**src/rtl/tick_counter_to_microseconds_macros.svh**
```systemverilog
// ----------------------------------------------------------------------------
// tick_counter_to_microseconds_macros
// Assertion helpers for the tick counter to microseconds block.
// Each macro expands to one labeled concurrent assertion.
// ----------------------------------------------------------------------------
`ifndef TICK_COUNTER_TO_MICROSECONDS_MACROS_SVH
`define TICK_COUNTER_TO_MICROSECONDS_MACROS_SVH

// Condition a implies condition c in the same cycle.
`define TCUS_ASSERT_IMPLIES(label, clk, rst_n, a, c, msg) \
	label: assert property (@(posedge clk) disable iff (!rst_n) (a) |-> (c)) \
		else $error(msg);

// Condition a implies condition c in the next cycle.
`define TCUS_ASSERT_NEXT(label, clk, rst_n, a, c, msg) \
	label: assert property (@(posedge clk) disable iff (!rst_n) (a) |=> (c)) \
		else $error(msg);

`endif

```
**src/rtl/tcus_pkg.sv**
```systemverilog
// ----------------------------------------------------------------------------
// tcus_pkg
// Shared types and constants for the tick counter to microseconds block.
// ----------------------------------------------------------------------------
package tcus_pkg;

	localparam int SAMPLE_W = 32;
	localparam int TOTAL_W  = 64;
	localparam int FREQ_W   = 32;
	localparam int MICROS_W = 20;
	localparam int PROD_W   = SAMPLE_W + MICROS_W;
	localparam int STEP_W   = 6;

	localparam logic [MICROS_W-1:0] MICROS_PER_SECOND = 20'd1000000;
	localparam logic [FREQ_W-1:0]   DEFAULT_FREQ      = 32'd709379;
	localparam logic [STEP_W-1:0]   LAST_STEP         = 6'd63;

	typedef struct packed {
		logic [TOTAL_W-1:0] total;
		logic [TOTAL_W-1:0] scaled;
	} tcus_entry_t;

	typedef struct packed {
		logic full;
		logic empty;
	} tcus_qstat_t;

	typedef enum logic [1:0] {
		BACK_IDLE,
		BACK_DIV,
		BACK_DONE
	} tcus_back_state_t;

endpackage

```
**src/rtl/tcus_if.sv**
```systemverilog
// ----------------------------------------------------------------------------
// tcus_if
// Valid/ready channels: samples in, results out, frequency writes.
// ----------------------------------------------------------------------------
interface tcus_sample_if;
	logic                          valid;
	logic                          ready;
	logic [tcus_pkg::SAMPLE_W-1:0] counter_sample;

	modport source (output valid, output counter_sample, input ready);
	modport sink   (input valid, input counter_sample, output ready);
endinterface

interface tcus_result_if;
	logic                         valid;
	logic                         ready;
	logic [tcus_pkg::FREQ_W-1:0]  elapsed_micros;
	logic [tcus_pkg::TOTAL_W-1:0] tick_total_out;

	modport source (output valid, output elapsed_micros, output tick_total_out, input ready);
	modport sink   (input valid, input elapsed_micros, input tick_total_out, output ready);
endinterface

interface tcus_cfg_if;
	logic                        valid;
	logic                        ready;
	logic [tcus_pkg::FREQ_W-1:0] tick_frequency;

	modport source (output valid, output tick_frequency, input ready);
	modport sink   (input valid, input tick_frequency, output ready);
endinterface

```
**src/rtl/tcus_front.sv**
```systemverilog
// ----------------------------------------------------------------------------
// tcus_front
// Takes counter samples, extends them to a 64-bit total and keeps the
// scaled total (total * 1e6 mod 2^64) up to date incrementally.
// ----------------------------------------------------------------------------
module tcus_front (
	input  logic                  clk,
	input  logic                  arst_n,
	tcus_sample_if.sink           samples,
	output logic                  push,
	output tcus_pkg::tcus_entry_t push_entry,
	input  tcus_pkg::tcus_qstat_t qstat
);

	logic                           baseline_q;
	logic [tcus_pkg::SAMPLE_W-1:0] prev_q;
	logic [tcus_pkg::TOTAL_W-1:0]  total_q;
	logic [tcus_pkg::TOTAL_W-1:0]  scaled_q;

	logic                           v_s1;
	logic                           first_s1;
	logic [tcus_pkg::SAMPLE_W-1:0] delta_s1;
	logic                           v_s2;
	logic                           first_s2;
	logic [tcus_pkg::PROD_W-1:0]   prod_s2;

	logic                           accept;
	logic [tcus_pkg::TOTAL_W-1:0]  scaled_next;

	assign samples.ready = !v_s1 && !v_s2;
	assign accept        = samples.valid && samples.ready;

	// Scaled total grows by delta * 1e6, wrapping mod 2^64 like the product.
	assign scaled_next = first_s2 ? '0 : scaled_q + tcus_pkg::TOTAL_W'(prod_s2);
	assign push        = v_s2 && !qstat.full;

	always_comb begin
		push_entry.total  = total_q;
		push_entry.scaled = scaled_next;
	end

	always_ff @(posedge clk or negedge arst_n) begin
		if (!arst_n) begin
			baseline_q <= 1'b0;
			prev_q     <= '0;
			total_q    <= '0;
			scaled_q   <= '0;
			v_s1       <= 1'b0;
			v_s2       <= 1'b0;
		end else begin
			if (accept) begin
				v_s1       <= 1'b1;
				first_s1   <= !baseline_q;
				delta_s1   <= baseline_q ? samples.counter_sample - prev_q : '0;
				prev_q     <= samples.counter_sample;
				baseline_q <= 1'b1;
			end
			if (v_s1) begin
				v_s1     <= 1'b0;
				v_s2     <= 1'b1;
				first_s2 <= first_s1;
				prod_s2  <= {{tcus_pkg::MICROS_W{1'b0}}, delta_s1}
					* {{tcus_pkg::SAMPLE_W{1'b0}}, tcus_pkg::MICROS_PER_SECOND};
				total_q  <= first_s1 ? '0 : total_q + tcus_pkg::TOTAL_W'(delta_s1);
			end
			if (push) begin
				v_s2     <= 1'b0;
				scaled_q <= scaled_next;
			end
		end
	end

endmodule

```
**src/rtl/tcus_fifo.sv**
```systemverilog
// ----------------------------------------------------------------------------
// tcus_fifo
// Small queue of tick totals and scaled totals between the front and the divider.
// ----------------------------------------------------------------------------
module tcus_fifo #(
	parameter int DEPTH = 2
) (
	input  logic                  clk,
	input  logic                  arst_n,
	input  logic                  push,
	input  tcus_pkg::tcus_entry_t push_entry,
	input  logic                  pop,
	output tcus_pkg::tcus_entry_t pop_entry,
	output tcus_pkg::tcus_qstat_t qstat
);

	localparam int PTR_W = (DEPTH > 1) ? $clog2(DEPTH) : 1;
	localparam int CNT_W = $clog2(DEPTH + 1);
	localparam logic [CNT_W-1:0] FULL_CNT = CNT_W'(DEPTH);
	localparam logic [PTR_W-1:0] LAST_PTR = PTR_W'(DEPTH - 1);

	tcus_pkg::tcus_entry_t entries_q [DEPTH];
	logic [PTR_W-1:0]      wr_ptr_q;
	logic [PTR_W-1:0]      rd_ptr_q;
	logic [CNT_W-1:0]      count_q;

	assign qstat.full  = (count_q == FULL_CNT);
	assign qstat.empty = (count_q == '0);
	assign pop_entry   = entries_q[rd_ptr_q];

	always_ff @(posedge clk) begin
		if (push) begin
			entries_q[wr_ptr_q] <= push_entry;
		end
	end

	always_ff @(posedge clk or negedge arst_n) begin
		if (!arst_n) begin
			wr_ptr_q <= '0;
			rd_ptr_q <= '0;
			count_q  <= '0;
		end else begin
			if (push) begin
				wr_ptr_q <= (wr_ptr_q == LAST_PTR) ? '0 : wr_ptr_q + 1'b1;
			end
			if (pop) begin
				rd_ptr_q <= (rd_ptr_q == LAST_PTR) ? '0 : rd_ptr_q + 1'b1;
			end
			if (push && !pop) begin
				count_q <= count_q + 1'b1;
			end else if (pop && !push) begin
				count_q <= count_q - 1'b1;
			end
		end
	end

endmodule

```
**src/rtl/tcus_back.sv**
```systemverilog
// ----------------------------------------------------------------------------
// tcus_back
// Radix-2 restoring divide of the scaled total by the tick frequency,
// one quotient bit per cycle, with a result register on the output.
// ----------------------------------------------------------------------------
module tcus_back (
	input  logic                        clk,
	input  logic                        arst_n,
	input  logic [tcus_pkg::FREQ_W-1:0] freq,
	output logic                        pop,
	input  tcus_pkg::tcus_entry_t       pop_entry,
	input  tcus_pkg::tcus_qstat_t       qstat,
	tcus_result_if.source               results
);

	tcus_pkg::tcus_back_state_t state_q;
	tcus_pkg::tcus_back_state_t state_d;

	logic [tcus_pkg::TOTAL_W-1:0] dividend_q;
	logic [tcus_pkg::TOTAL_W-1:0] total_q;
	logic [tcus_pkg::FREQ_W-1:0]  divisor_q;
	logic [tcus_pkg::FREQ_W-1:0]  rem_q;
	logic [tcus_pkg::FREQ_W-1:0]  quo_q;
	logic [tcus_pkg::STEP_W-1:0]  step_q;
	logic                          out_v_q;

	logic                          load_out;
	logic [tcus_pkg::FREQ_W:0]     shifted;
	logic [tcus_pkg::FREQ_W:0]     diff;
	logic                          fits;

	assign shifted = {rem_q, dividend_q[tcus_pkg::TOTAL_W-1]};
	assign diff    = shifted - {1'b0, divisor_q};
	assign fits    = !diff[tcus_pkg::FREQ_W];

	always_comb begin
		state_d  = state_q;
		pop      = 1'b0;
		load_out = 1'b0;
		case (state_q)
			tcus_pkg::BACK_IDLE: begin
				if (!qstat.empty) begin
					pop     = 1'b1;
					state_d = tcus_pkg::BACK_DIV;
				end
			end
			tcus_pkg::BACK_DIV: begin
				if (step_q == '0) begin
					state_d = tcus_pkg::BACK_DONE;
				end
			end
			tcus_pkg::BACK_DONE: begin
				if (!out_v_q || results.ready) begin
					load_out = 1'b1;
					state_d  = tcus_pkg::BACK_IDLE;
				end
			end
			default: state_d = tcus_pkg::BACK_IDLE;
		endcase
	end

	always_ff @(posedge clk or negedge arst_n) begin
		if (!arst_n) begin
			state_q <= tcus_pkg::BACK_IDLE;
		end else begin
			state_q <= state_d;
		end
	end

	always_ff @(posedge clk) begin
		if (pop) begin
			dividend_q <= pop_entry.scaled;
			total_q    <= pop_entry.total;
			divisor_q  <= freq;
			rem_q      <= '0;
			quo_q      <= '0;
			step_q     <= tcus_pkg::LAST_STEP;
		end else if (state_q == tcus_pkg::BACK_DIV) begin
			rem_q      <= fits ? diff[tcus_pkg::FREQ_W-1:0] : shifted[tcus_pkg::FREQ_W-1:0];
			quo_q      <= {quo_q[tcus_pkg::FREQ_W-2:0], fits};
			dividend_q <= {dividend_q[tcus_pkg::TOTAL_W-2:0], 1'b0};
			step_q     <= step_q - 1'b1;
		end
		if (load_out) begin
			results.elapsed_micros <= quo_q;
			results.tick_total_out <= total_q;
		end
	end

	always_ff @(posedge clk or negedge arst_n) begin
		if (!arst_n) begin
			out_v_q <= 1'b0;
		end else if (load_out) begin
			out_v_q <= 1'b1;
		end else if (results.ready) begin
			out_v_q <= 1'b0;
		end
	end

	assign results.valid = out_v_q;

endmodule

```
**src/rtl/tick_counter_to_microseconds.sv**
```systemverilog
// Flow: the back end divides one sample at a time: a pop, 64 radix-2 divide
//   steps and a result load that waits for the sink; the front and queue take
//   the next sample while a division runs, as long as the queue has room.
// Reset: arst_n clears the baseline, total, queue and divider state at once;
//   tick_frequency returns to 709379. No clearing pass is needed.
// ----------------------------------------------------------------------------
// tick_counter_to_microseconds
// Extends a wrapping 32-bit tick counter to a 64-bit total and converts it
// to elapsed microseconds at the configured tick frequency.
// ----------------------------------------------------------------------------
`include "tick_counter_to_microseconds_macros.svh"

module tick_counter_to_microseconds #(
	parameter int QUEUE_DEPTH = 2
) (
	input  logic          clk,
	input  logic          arst_n,
	tcus_sample_if.sink   samples,
	tcus_result_if.source results,
	tcus_cfg_if.sink      cfg
);

	// Frequency register; a zero write falls back to the reset value so the
	// divider never sees a zero divisor.
	logic [tcus_pkg::FREQ_W-1:0] freq_q;

	// Front to queue, queue to back.
	logic                  push;
	logic                  pop;
	tcus_pkg::tcus_entry_t push_entry;
	tcus_pkg::tcus_entry_t pop_entry;
	tcus_pkg::tcus_qstat_t qstat;

	assign cfg.ready = 1'b1;

	always_ff @(posedge clk or negedge arst_n) begin
		if (!arst_n) begin
			freq_q <= tcus_pkg::DEFAULT_FREQ;
		end else if (cfg.valid && cfg.ready) begin
			freq_q <= (cfg.tick_frequency == '0) ? tcus_pkg::DEFAULT_FREQ
				: cfg.tick_frequency;
		end
	end

	// Front: takes the sample transfer, updates previous sample, running total
	// and the scaled total over two short stages, then pushes one entry.
	tcus_front u_front (
		.clk        (clk),
		.arst_n     (arst_n),
		.samples    (samples),
		.push       (push),
		.push_entry (push_entry),
		.qstat      (qstat)
	);

	// Queue decouples the front from the long division.
	tcus_fifo #(
		.DEPTH (QUEUE_DEPTH)
	) u_fifo (
		.clk        (clk),
		.arst_n     (arst_n),
		.push       (push),
		.push_entry (push_entry),
		.pop        (pop),
		.pop_entry  (pop_entry),
		.qstat      (qstat)
	);

	// Back: serial divide and result register; holds the result until the
	// sink takes the transfer.
	tcus_back u_back (
		.clk       (clk),
		.arst_n    (arst_n),
		.freq      (freq_q),
		.pop       (pop),
		.pop_entry (pop_entry),
		.qstat     (qstat),
		.results   (results)
	);

	// Queue never overflows or underflows, and the divisor is never zero.
	`TCUS_ASSERT_IMPLIES(a_push_not_full, clk, arst_n, push, !qstat.full, "push into full queue")
	`TCUS_ASSERT_IMPLIES(a_pop_not_empty, clk, arst_n, pop, !qstat.empty, "pop from empty queue")
	`TCUS_ASSERT_IMPLIES(a_freq_nonzero, clk, arst_n, 1'b1, freq_q != '0, "zero tick frequency")
	`TCUS_ASSERT_NEXT(a_pop_clears_push, clk, arst_n, push && qstat.empty, !qstat.empty || pop, "queued entry lost")

endmodule

```
**src/flat_wrapper.sv**
```systemverilog
// flat-port wrapper written by rule: the top's interface ports become plain ports
module tick_counter_to_microseconds_flat 
#(
	parameter int QUEUE_DEPTH = 2
)
  (clk, arst_n, samples_valid, samples_counter_sample, samples_ready, results_valid, results_elapsed_micros, results_tick_total_out, results_ready, cfg_valid, cfg_tick_frequency, cfg_ready);
  tcus_sample_if samples_i ();
  tcus_result_if results_i ();
  tcus_cfg_if cfg_i ();
  input  logic clk;
  input  logic arst_n;
  input wire logic [$bits(samples_i.valid)-1:0] samples_valid;
  input wire logic [$bits(samples_i.counter_sample)-1:0] samples_counter_sample;
  output wire logic [$bits(samples_i.ready)-1:0] samples_ready;
  output wire logic [$bits(results_i.valid)-1:0] results_valid;
  output wire logic [$bits(results_i.elapsed_micros)-1:0] results_elapsed_micros;
  output wire logic [$bits(results_i.tick_total_out)-1:0] results_tick_total_out;
  input wire logic [$bits(results_i.ready)-1:0] results_ready;
  input wire logic [$bits(cfg_i.valid)-1:0] cfg_valid;
  input wire logic [$bits(cfg_i.tick_frequency)-1:0] cfg_tick_frequency;
  output wire logic [$bits(cfg_i.ready)-1:0] cfg_ready;
  assign samples_i.valid = samples_valid;
  assign samples_i.counter_sample = samples_counter_sample;
  assign samples_ready = samples_i.ready;
  assign results_valid = results_i.valid;
  assign results_elapsed_micros = results_i.elapsed_micros;
  assign results_tick_total_out = results_i.tick_total_out;
  assign results_i.ready = results_ready;
  assign cfg_i.valid = cfg_valid;
  assign cfg_i.tick_frequency = cfg_tick_frequency;
  assign cfg_ready = cfg_i.ready;
  tick_counter_to_microseconds #(.QUEUE_DEPTH(QUEUE_DEPTH)) u_core (.clk(clk), .arst_n(arst_n), .samples(samples_i), .results(results_i), .cfg(cfg_i));
endmodule
```
**config.mk**
```make
export PLATFORM = sky130hd
export DESIGN_NAME = tick_counter_to_microseconds_flat
export DESIGN_NICKNAME = d
export VERILOG_FILES = /design/src/rtl/tcus_pkg.sv /design/src/rtl/tcus_if.sv /design/src/rtl/tcus_front.sv /design/src/rtl/tcus_fifo.sv /design/src/rtl/tcus_back.sv /design/src/rtl/tick_counter_to_microseconds.sv /design/src/flat_wrapper.sv
export VERILOG_INCLUDE_DIRS = /design/src /design/src/rtl
export SDC_FILE = /design/constraint.sdc
export NUM_CORES = 2
export LEC_CHECK = 0
export CAP_MARGIN = 20
export CELL_PAD_IN_SITES_DETAIL_PLACEMENT = 0
export CELL_PAD_IN_SITES_GLOBAL_PLACEMENT = 2
export CORE_MARGIN = 2
export CORE_UTILIZATION = 35
export CTS_CLUSTER_DIAMETER = 60
export DETAILED_ROUTE_END_ITERATION = 8
export DONT_BUFFER_PORTS = 1
export GPL_TIMING_DRIVEN = 0
export PLACE_DENSITY = 0.68
export SYNTH_ARGS = -nofsm -noshare
export SYNTH_HDL_FRONTEND = slang
export SYNTH_SLANG_ARGS = --single-unit
```
**constraint.sdc**
```tcl
create_clock -name clk -period 13.49 [get_ports clk]
set_input_delay 2.698 -clock clk [delete_from_list [all_inputs] [get_ports clk]]
set_output_delay 2.698 -clock clk [all_outputs]
set_load 0.01 [all_outputs]
```
==> results.md <==
- Postcts setup bufs: 0
- Vias in the first global route: 29600
- Gr usage total: 16.3%
- Share of cells above drive strength 1: 8.35%
- Die Span X: 366 um
- Yosys warns: 0
- Mapped Cells: 3873
- Worst path max stage delay: 0.67 ns
- CP cell instances: inv_1, fa_1, inv_1, fa_1, fa_1, fa_1, ha_1, inv_1, fa_1, inv_1, ha_1, nand2_1, a21oi_1, o31ai_1, o31ai_1, nand2_1, o31ai_1, a41oi_1, nand3b_1, nand4_1
- Placed Instances: 5631
- Hold Path Class: reg -> reg
- Finished Layout Cells: between 5000 and 6000
- Initial DRC Count: about 1600
- CTS Hold Bufs: 0
- Routed WL: 109 mm
- Detail Route Antenna Nets: 0
- Placement Rows: about 130
- Largest net degree at the start of global routing: ~210
- Unrepaired setup endpoints after global routing: no
- Clock Latency Late Sink: ~0.71 ns
- Arrival time at the worst endpoint: 7.07 ns
- Final Setup Violations: 0
- CP Class: reg -> reg
- Synth area leaders: edfxtp_1 39%, dfrtp_1 11%, ha_1 8.1%
- GP Congestion: roughly 0.82
- Filler Cells Inserted: roughly 13000
- H-tree depth: 3
- TritonCTS Buffers: 99
- Port bufs: 0
- Die area: 0.134 mm^2
- Nets: 4494
- Max-Slew Margin vs Limit: between 20% and 30%
- Grt ovf: 0
- Final Slew Violations: 0
- Yosys reg bits: 864
- Status: finished clean
- Crit path time final: 6.63 ns
- Crit path max-delay cell type: edfxtp_1
- Mean Syn Cell Area: 11.8 um^2
- DIE HEIGHT: 366 um
- Post-synth EDFFs: 592
- Clock skew: 0.0477 ns
- CTS clock-pin slew for the worst setup and hold paths: 0.06 ns
- Max clock buf depth: 3
- Min Hold Slack: about 0.42 ns
- First-pass GRT wire length: 173 mm
- Drt pass-1 iters: 7
- Crit. End Element: flop
- Critical-path maximum fanout: 9
- Routed wire per std cell: around 19 um
- Area Growth Syn to Fin: 13.0%
- # diodes: 0
- Crit path top cell by count: fa_1
- Worst Path Required: 13.93 ns
- Clock sink count: 864
- Clk root buf: clkbuf_16
- Ys async rst share: 23.4%
- Worst slew pin tran: 1.05 ns
- Drt drc: 0
- Fmax: 151 MHz
- Synth top area share: 38.8%
- Initial antenna violation count: 0
- Num ports: 168
- Hpwl dp: 81.2 mm
- Core ar.: 0.130 mm^2
- PostCTS Resize Cnt: 0
- Yosys top cell by area: edfxtp_1
- Unique cell type count in the Yosys netlist: 95
- Fin crit share: between 40% and 50%
- Sequential share of the synthesized area: 52.9%
- Starting Density: 35.3%
- Final setup TNS: 0 ns
- CTS tree: done
- Vias: 28600
- Final hold violation count: 0
- Main flop type after synthesis: edfxtp_1
- Synthesized Nets: about 4400
- Netlist Area Pre-Place: 0.0458 mm^2
- Crit start category: flop
- Max Cap Violations: 0
- Avg Vias per Cell: 4.92
## kinds of logic after synthesis
family | Yosys count | synth area share, %
other | 1 | 0.00818
flip-flops | 864 | 52.9
AND/OR/NAND/NOR | 949 | 9.44
adder cells (fa/ha/maj) | 435 | 14.2
buffers and inverters | 421 | 3.71
AO/OA/AOI/OAI | 813 | 11.5
XOR/XNOR | 188 | 3.59
multiplexers | 202 | 4.67
## Yosys cell counts, types with 41 or more instances
library cell	number
a21o_1	93
a21oi_1	168
clkbuf_1	108
dfrtp_1	193
dfxtp_1	70
edfxtp_1	592
fa_1	139
ha_1	296
inv_1	282
mux2_2	94
mux2i_1	108
nand2_1	406
nand3_1	49
nand4_1	44
nor2_1	218
nor3_1	41
o21ai_0	260
xnor2_1	108
xor2_1	80
## sequential cells by signal (all words and copies together), names as in the netlist, 46 cells and up
name	count
u_core.u_front.total_q	64
u_core.u_fifo.entries_q	256
u_core.u_back.dividend_q	64
u_core.u_back.total_q	64
u_core.u_front.scaled_q	64
u_core.u_back.results.tick_total_out	64
u_core.u_front.prod_s2	46
## per-stage QoR
stage,area (um^2),utilization [%],setup slack (ns)
after floorplan,45800,-,5.85
after global placement,48000,37.0,1.92
after detailed placement,48400,37.3,6.74
after CTS,51800,39.9,6.70
after global routing,51800,39.9,6.41
final,51800,39.9,6.86
## final cells by class
class	count	area (um^2)	share of cell area, %
Clock buffer	121	2640	5.10
Inverter	284	1070	2.06
Tap cell	1742	2180	4.21
Sequential cell	864	24200	46.8
Multi-Input combinational cell	2588	19900	38.4
Buffer	137	636	1.23
Timing Repair Buffer	16	338	0.652
Clock inverter	64	766	1.48
## placed cells by master (no fill, tap or decap), types with 80 or more instances in the layout
cell       netlist  routed
a21o_1          93      93
a21oi_1        168     168
clkbuf_1       108     122
clkbuf_16        0     100
dfrtp_1        193     193
edfxtp_1       592     592
fa_1           139     139
ha_1           296     296
inv_1          282     281
mux2_2          94      94
mux2i_1        108     108
nand2_1        406     406
nor2_1         218     216
o21ai_0        260     260
xnor2_1        108     108
xor2_1          80      80
## worst max-delay path, delay by kind of cell, from the launching register on
family,cells,cell delay [ns]
buffers and inverters,4,0.29
adders and majority gates,7,3.21
DFF,1,0.67
and+or+nand+nor,4,0.48
AOI/OAI and AO/OA,5,1.71
## final timing paths
kind | cells past startpoint | from | to | slack [ns]
max | 20 | u_core.u_front.delta_s1[1] | u_core.u_front.prod_s2[51] | 6.86
min | 0 | u_core.u_back.total_q[28] | u_core.u_back.results.tick_total_out[28] | 0.42
max reg2reg | 20 | u_core.u_front.delta_s1[1] | u_core.u_front.prod_s2[51] | 6.86
min reg2reg | 0 | u_core.u_back.total_q[28] | u_core.u_back.results.tick_total_out[28] | 0.42
max in group asynchronous | 0 | arst_n | u_core.freq_q[9] | 11.35
min in group asynchronous | 0 | arst_n | u_core.u_front.prev_q[10] | 1.70
## layer usage
layer	vias to the layer above	track usage [%]	wire length [um]
li1	14200	-	-
met1	13900	22.3	52000
met2	383	27.0	51400
met3	131	2.75	3370
met4	0	3.99	2420
met5	-	0	0
Power is not shown: default switching activity piles up to over one toggle a cycle in this logic, so the estimate is an artifact.
